**config.mk**
```make
export PLATFORM = sky130hd
export DESIGN_NAME = scancode_ascii_fifo_unit
export DESIGN_NICKNAME = d
export VERILOG_FILES = /design/src/hw/rtl/sfa_pkg.sv /design/src/hw/rtl/sfa_front.sv /design/src/hw/rtl/sfa_cmd_queue.sv /design/src/hw/rtl/sfa_back.sv /design/src/hw/rtl/scancode_ascii_fifo_unit.sv
export SDC_FILE = /design/constraint.sdc
export NUM_CORES = 2
export LEC_CHECK = 0
export ABC_AREA = 1
export BUFFER_PORTS_ARGS = -buffer_cell sky130_fd_sc_hd__buf_2
export CORE_MARGIN = 10
export CORE_UTILIZATION = 25
export CTS_CLUSTER_DIAMETER = 120
export CTS_CLUSTER_SIZE = 30
export DETAILED_ROUTE_END_ITERATION = 12
export HOLD_SLACK_MARGIN = 0.1
export PLACE_DENSITY = 0.45
export RECOVER_POWER = 25
export SLEW_MARGIN = 10
export SYNTH_ARGS = -nofsm -noshare
export SYNTH_HDL_FRONTEND = slang
export SYNTH_SLANG_ARGS = --single-unit
```
**constraint.sdc**
```tcl
create_clock -name clk -period 5.3 [get_ports clk]
set_input_delay 0.265 -clock clk [delete_from_list [all_inputs] [get_ports clk]]
set_output_delay 0.265 -clock clk [all_outputs]
set_load 0.01 [all_outputs]
```
**src/hw/rtl/sfa_pkg.sv**
```systemverilog
// Shared types, constants and the set-1 scancode lookup for the keyboard FIFO.
`default_nettype none
package sfa_pkg;

	localparam int SFA_BUFFER_DEPTH = 256;

	localparam logic [7:0] SFA_RELEASE_BIT = 8'h80;

	localparam logic [6:0] SFA_ASCII_SPACE     = 7'h20;
	localparam logic [6:0] SFA_ASCII_BACKSPACE = 7'h08;
	localparam logic [6:0] SFA_ASCII_NEWLINE   = 7'h0A;
	localparam logic [6:0] SFA_ASCII_NONE      = 7'h00;

	localparam logic SFA_ACT_KEY  = 1'b0;
	localparam logic SFA_ACT_READ = 1'b1;

	typedef struct packed {
		logic       is_read;
		logic [6:0] ch;
	} sfa_cmd_t;

	// returns SFA_ASCII_NONE for release and unmapped codes
	function automatic logic [6:0] sfa_lookup(input logic [7:0] code);
		logic [6:0] ch;
		ch = SFA_ASCII_NONE;
		if ((code & SFA_RELEASE_BIT) == 8'h00) begin
			case (code)
				8'h1E: ch = 7'h61;
				8'h30: ch = 7'h62;
				8'h2E: ch = 7'h63;
				8'h20: ch = 7'h64;
				8'h12: ch = 7'h65;
				8'h21: ch = 7'h66;
				8'h22: ch = 7'h67;
				8'h23: ch = 7'h68;
				8'h17: ch = 7'h69;
				8'h24: ch = 7'h6A;
				8'h25: ch = 7'h6B;
				8'h26: ch = 7'h6C;
				8'h32: ch = 7'h6D;
				8'h31: ch = 7'h6E;
				8'h18: ch = 7'h6F;
				8'h19: ch = 7'h70;
				8'h10: ch = 7'h71;
				8'h13: ch = 7'h72;
				8'h1F: ch = 7'h73;
				8'h14: ch = 7'h74;
				8'h16: ch = 7'h75;
				8'h2F: ch = 7'h76;
				8'h11: ch = 7'h77;
				8'h2D: ch = 7'h78;
				8'h15: ch = 7'h79;
				8'h2C: ch = 7'h7A;
				8'h39: ch = SFA_ASCII_SPACE;
				8'h0E: ch = SFA_ASCII_BACKSPACE;
				8'h1C: ch = SFA_ASCII_NEWLINE;
				default: ch = SFA_ASCII_NONE;
			endcase
		end
		return ch;
	endfunction

endpackage
`default_nettype wire

```
**src/hw/rtl/sfa_front.sv**
```systemverilog
// Front end: accepts requests, decodes scancodes and drops release/unmapped codes.
`default_nettype none
module sfa_front
	import sfa_pkg::*;
(
	input  wire logic       in_valid,
	output logic            in_ready,
	input  wire logic       action,
	input  wire logic [7:0] scancode,
	output logic            enq_valid,
	input  wire logic       enq_ready,
	output sfa_cmd_t        enq_cmd
);

	logic [6:0] ch;
	logic       keep;

	always_comb begin
		ch   = sfa_lookup(scancode);
		keep = (action == SFA_ACT_READ) || (ch != SFA_ASCII_NONE);
	end

	// dropped codes are consumed without touching the queue
	assign in_ready        = enq_ready;
	assign enq_valid       = in_valid && keep;
	assign enq_cmd.is_read = (action == SFA_ACT_READ);
	assign enq_cmd.ch      = ch;

endmodule
`default_nettype wire

```
**src/hw/rtl/sfa_cmd_queue.sv**
```systemverilog
// Two-entry command queue between the decode front end and the buffer back end.
`default_nettype none
module sfa_cmd_queue
	import sfa_pkg::*;
(
	input  wire logic     clk,
	input  wire logic     arst_n,
	input  wire logic     enq_valid,
	output logic          enq_ready,
	input  wire sfa_cmd_t enq_cmd,
	output logic          deq_valid,
	input  wire logic     deq_ready,
	output sfa_cmd_t      deq_cmd
);

	sfa_cmd_t   entry_q [2];
	logic       wr_ptr_q;
	logic       rd_ptr_q;
	logic [1:0] count_q;
	logic       do_enq;
	logic       do_deq;

	assign enq_ready = (count_q != 2'd2);
	assign deq_valid = (count_q != 2'd0);
	assign deq_cmd   = entry_q[rd_ptr_q];
	assign do_enq    = enq_valid && enq_ready;
	assign do_deq    = deq_valid && deq_ready;

	always_ff @(posedge clk or negedge arst_n) begin
		if (!arst_n) begin
			wr_ptr_q <= 1'b0;
			rd_ptr_q <= 1'b0;
			count_q  <= 2'd0;
		end else begin
			if (do_enq)
				wr_ptr_q <= ~wr_ptr_q;
			if (do_deq)
				rd_ptr_q <= ~rd_ptr_q;
			case ({do_enq, do_deq})
				2'b10:   count_q <= count_q + 2'd1;
				2'b01:   count_q <= count_q - 2'd1;
				default: count_q <= count_q;
			endcase
		end
	end

	always_ff @(posedge clk) begin
		if (do_enq)
			entry_q[wr_ptr_q] <= enq_cmd;
	end

endmodule
`default_nettype wire

```
**src/hw/rtl/sfa_back.sv**
```systemverilog
// Back end: character ring buffer, head/tail pointers and the output register.
`default_nettype none
module sfa_back
	import sfa_pkg::*;
#(
	parameter int BUFFER_DEPTH = SFA_BUFFER_DEPTH
) (
	input  wire logic     clk,
	input  wire logic     arst_n,
	input  wire logic     deq_valid,
	output logic          deq_ready,
	input  wire sfa_cmd_t deq_cmd,
	output logic          out_valid,
	input  wire logic     out_ready,
	output logic [6:0]    key_char
);

	localparam int PTR_W = (BUFFER_DEPTH > 1) ? $clog2(BUFFER_DEPTH) : 1;
	localparam logic [PTR_W-1:0] PTR_LAST = PTR_W'(BUFFER_DEPTH - 1);

	logic [6:0]       char_store_q [BUFFER_DEPTH];
	logic [PTR_W-1:0] head_q;
	logic [PTR_W-1:0] tail_q;
	logic [6:0]       rd_data_q;
	logic             empty_q;
	logic             out_valid_q;
	logic             slot_free;
	logic             do_push;
	logic             do_pop;
	logic             fifo_empty;

	assign slot_free  = !out_valid_q || out_ready;
	assign fifo_empty = (head_q == tail_q);
	// pushes never wait on the output side; reads need a free output slot
	assign deq_ready  = !deq_cmd.is_read || slot_free;
	assign do_push    = deq_valid && !deq_cmd.is_read;
	assign do_pop     = deq_valid && deq_cmd.is_read && slot_free;

	always_ff @(posedge clk or negedge arst_n) begin
		if (!arst_n) begin
			head_q      <= '0;
			tail_q      <= '0;
			out_valid_q <= 1'b0;
		end else begin
			if (do_push)
				head_q <= (head_q == PTR_LAST) ? '0 : head_q + 1'b1;
			if (do_pop && !fifo_empty)
				tail_q <= (tail_q == PTR_LAST) ? '0 : tail_q + 1'b1;
			if (do_pop)
				out_valid_q <= 1'b1;
			else if (out_ready)
				out_valid_q <= 1'b0;
		end
	end

	always_ff @(posedge clk) begin
		if (do_push)
			char_store_q[head_q] <= deq_cmd.ch;
		if (do_pop) begin
			rd_data_q <= char_store_q[tail_q];
			empty_q   <= fifo_empty;
		end
	end

	assign out_valid = out_valid_q;
	assign key_char  = empty_q ? SFA_ASCII_NONE : rd_data_q;

endmodule
`default_nettype wire

```
**src/hw/rtl/scancode_ascii_fifo_unit.sv**
```systemverilog
// Top level: set-1 scancode to ASCII keyboard FIFO.
// A read request passes through the command queue, then the registered buffer read.
// Throughput: one request per cycle while the command queue has room; reads also
// wait for a free output register, so a held out_ready stalls them.
// Reset: arst_n clears pointers, command queue and output valid; buffer
// contents are not cleared and no clearing pass is run.
`default_nettype none
module scancode_ascii_fifo_unit
	import sfa_pkg::*;
#(
	parameter int BUFFER_DEPTH = SFA_BUFFER_DEPTH
) (
	input  wire logic       clk,
	input  wire logic       arst_n,
	input  wire logic       in_valid,
	output logic            in_ready,
	input  wire logic       action,
	input  wire logic [7:0] scancode,
	output logic            out_valid,
	input  wire logic       out_ready,
	output logic [6:0]      key_char
);

	sfa_cmd_t enq_cmd;
	sfa_cmd_t deq_cmd;
	logic     enq_valid;
	logic     enq_ready;
	logic     deq_valid;
	logic     deq_ready;

	sfa_front u_front (
		.in_valid  (in_valid),
		.in_ready  (in_ready),
		.action    (action),
		.scancode  (scancode),
		.enq_valid (enq_valid),
		.enq_ready (enq_ready),
		.enq_cmd   (enq_cmd)
	);

	sfa_cmd_queue u_queue (
		.clk       (clk),
		.arst_n    (arst_n),
		.enq_valid (enq_valid),
		.enq_ready (enq_ready),
		.enq_cmd   (enq_cmd),
		.deq_valid (deq_valid),
		.deq_ready (deq_ready),
		.deq_cmd   (deq_cmd)
	);

	sfa_back #(
		.BUFFER_DEPTH (BUFFER_DEPTH)
	) u_back (
		.clk       (clk),
		.arst_n    (arst_n),
		.deq_valid (deq_valid),
		.deq_ready (deq_ready),
		.deq_cmd   (deq_cmd),
		.out_valid (out_valid),
		.out_ready (out_ready),
		.key_char  (key_char)
	);

endmodule
`default_nettype wire

```
==> reports/results.ini <==
[outcome]
outcome = complete, but fails checks
violations = max-capacitance violations, max-slew violations

[placement]
port_buffers = 21
dpl_worst_slack_ns = 1.06
place.gp.congestion = 0.825
dp_hpwl_um = 137000

[setup_path]
ff2ff_setup_slack_ns = 0.69
crit_chain = inv_1 > nand2_1 > nand2_1 > nor2_1 > nand4_1 > buf_4 > nor2_1
crit_path_max_fanout = 10
crit_type = reg -> reg
r2r_end = u_back.char_store_q[24][5]$_DFFE_PP_
slowest_delay_ns = 1.33
r2r-start = u_queue.rd_ptr_q$_DFFE_PN0P_
endpoint_kind = flip-flop
startpoint_type = flip-flop
ff2ff_path_depth = 7
crit_slowest_cell = nand4_1
critical_path_arrival_ns = 5.03
cp.required_ns = 5.72

[clock_network]
cts_max_path_buffers = 3
cts_buffers = 72
cts_resized = 0
cts_tree = done
insertion_delay_ns = 0.78
clock_sinks = 1837
clockRootBuffer = clkbuf_16
h-tree-depth = 3
clkTransAtPathRegs_ns = 0.11

[detailed_routing]
routed_wl_um = 236000
drc = 0
drt.antenna.violating_nets = 0
wl_per_cell_um = 21.1
drt-initial-drc-count = 4790
via_per_inst = 4.52
num_vias = 50500
first_pass_iters = 5

[global_routing]
grt_use_total_pct = 13.6
grt.overflow.total = 0
antenna_found_initial = 8
grt_max_degree = 154
grt_pass1_vias = 50300
grt_pass1_wl_um = 347000

[timing]
finClkSkew_ns = 0.0733
fin_setup_tns_ns = 0
period_share_pct = 87.0
rsz0062_at_grt = no
tightest_slew_ns = 3.22
finalWorstSetupSlack_ns = 0.689
drv_slew = 730
period_needed_ns = 4.61
fmax_mhz = 217
slew_headroom_pct = -115
finalHoldViolCount = 0
setup_viol = 0

[die]
initial_core_util_pct = 25.2
dieArea_mm2 = 0.334
coreArea_mm2 = 0.310
die_h_um = 578
num_io_pins = 22
rows = 204
die_x_um = 578

[hold_path]
min_from = scancode[4]
holdPathEnd = u_queue.entry_q[1][0]$_DFFE_PP_
hold_depth = 5
hold_class = in -> reg

[job]
drv_cap = 11

[synthesis]
ys_warn_count = 0
syn_area_mm2 = 0.0779
post_synth_num_cell_types = 33
syn_area_per_cell_um2 = 10.8
synth_seq_area_share_pct = 70.7
syn-num-nets = 7261
synthFlopType = edfxtp_1
ys_ff_latch = 1837
yosys.area.top_type = edfxtp_1
synth_edf_count = 1816
synth_cells = 7232
ys_top_cells_by_area = edfxtp_1 (70%), nand2_1 (9.4%), nor2_1 (5.3%)
synth_top_area_share_pct = 70.0
async_flop_share_pct = 1.14

[finish]
area_growth_pct = 8.36
final_nets = 7052
drive_above_1_share_pct = 3.30

[power_and_ir_drop]
p_leak_nw = 30.3
p_per_area_mw_per_mm2 = 514
max-vdd-ir-drop_mv = 0.495

## synthesized netlist by cell type, drive strengths merged (3+ instances only)
cell type / n
ha: 16
nor3: 4
a21oi: 76
o22ai: 12
o21ai: 486
nand4: 13
inv: 544
clkinv: 9
buf: 289
and3: 3
edfxtp: 1816
nand3: 694
nor2: 1101
xor2: 17
dfrtp: 21
or2: 17
clkbuf: 125
o211ai: 36
nand2: 1944
## final cells by class
| class | instances | area [µm²] |
|---|---|---|
| timing repair buffer | 131 | 1290 |
| multi-input combinational | 4428 | 18800 |
| tap | 4120 | 5150 |
| inverter | 553 | 2100 |
| antenna | 2 | 5.00 |
| clock inverter | 7 | 85.1 |
| clock buffer | 95 | 1950 |
| sequential | 1837 | 55100 |
| fill | 32300 | 225000 |
## kinds of logic (layout without fill, tap and decap cells)
kind of cell               count (synthesis)  count (layout)  synth area share, %
xor gates and xnor gates                  19              19                0.214
and+or+nand+nor                         3779            3779                 19.5
AOI/OAI and AO/OA                        614             614                 4.09
adders and majority gates                 16              16                0.257
other                                      0               2                    0
buffers and inverters                    967             786                 5.30
DFF                                     1837            1837                 70.7
## power by group
| part | internal (mW) | switching (mW) |
|---|---|---|
| sequential | 18.2 | 0.307 |
| combinational | 3.97 | 13.7 |
| clock | 2.66 | 4.55 |
## sequential cells by signal (all words and copies together), names as in the netlist
| register | count |
|---|---|
| u_back.char_store_q | 1792 |
| u_queue.entry_q | 16 |
| u_back.head_q | 8 |
| u_back.tail_q | 8 |
| u_back.rd_data_q | 7 |
| u_queue.count_q | 2 |
| u_back.empty_q | 1 |
| u_back.out_valid | 1 |
| u_queue.rd_ptr_q | 1 |
| u_queue.wr_ptr_q | 1 |
## routing by layer
metal | vias up | GRT usage, % | share of wire, % | wire [µm]
met5 | - | 0 | 0.0038 | 9
met4 | 2 | 3.25 | 2.6 | 6090
met3 | 226 | 1.48 | 4.2 | 9940
met2 | 1118 | 23.0 | 48 | 113000
met1 | 25500 | 18.8 | 45 | 107000
li1 | 23700 | - | - | -
## cell usage in the layout, fill, tap and decap left out, types with 13 or more instances in the layout
master,synthesis,final
a21oi_1,76,76
buf_12,0,29
buf_2,199,16
buf_4,36,58
clkbuf_1,125,31
clkbuf_16,0,75
dfrtp_1,21,18
edfxtp_1,1816,1816
ha_1,16,16
inv_1,535,536
nand2_1,1944,1943
nand3_1,694,688
nand4_1,13,13
nor2_1,1099,1098
o211ai_1,36,36
o21ai_0,429,429
o21ai_1,57,57
or2_2,17,17
xor2_1,17,17
## through the flow
step                util [%]  cells  instance area (µm²)  total power [mW]  hold WS [ns]
finish                  27.3  11200                84400              43.4         0.153
global route            27.3  11200                84400              45.9         0.167
global placement        26.6  11100                82400              36.8         0.352
CTS                     27.3  11200                84600              43.9         0.115
detailed placement      26.6  11100                82400              36.7         0.351
floorplan                  -   7232                77900              29.7       -0.0306
## worst max-delay path, delay by kind of cell, from the launching register on
family,cells,cell delay [ns]
flops,1,0.56
buf+inv,2,0.88
simple gates,5,2.82
## how the worst max path moves through the flow
stage / cells after the start / endpoint / startpoint
after floorplan: 4 / u_back.char_store_q[0][0]$_DFFE_PP_ / u_queue.rd_ptr_q$_DFFE_PN0P_
final: 7 / u_back.char_store_q[24][5]$_DFFE_PP_ / u_queue.rd_ptr_q$_DFFE_PN0P_
after detailed placement: 9 / u_back.char_store_q[135][0]$_DFFE_PP_ / u_queue.rd_ptr_q$_DFFE_PN0P_
after global routing: 4 / u_back.char_store_q[132][2]$_DFFE_PP_ / u_queue.rd_ptr_q$_DFFE_PN0P_
after CTS: 9 / u_back.char_store_q[231][2]$_DFFE_PP_ / u_queue.rd_ptr_q$_DFFE_PN0P_
after global placement: 9 / u_back.char_store_q[39][1]$_DFFE_PP_ / u_queue.rd_ptr_q$_DFFE_PN0P_
## timing repair
item,in CTS,in global routing
endpoints found under the setup margin,0,0
endpoints found under the hold margin,40,0
hold buffers,12,0
buffers inserted,0,0
No activity file was read; power rests on OpenSTA's default activity.
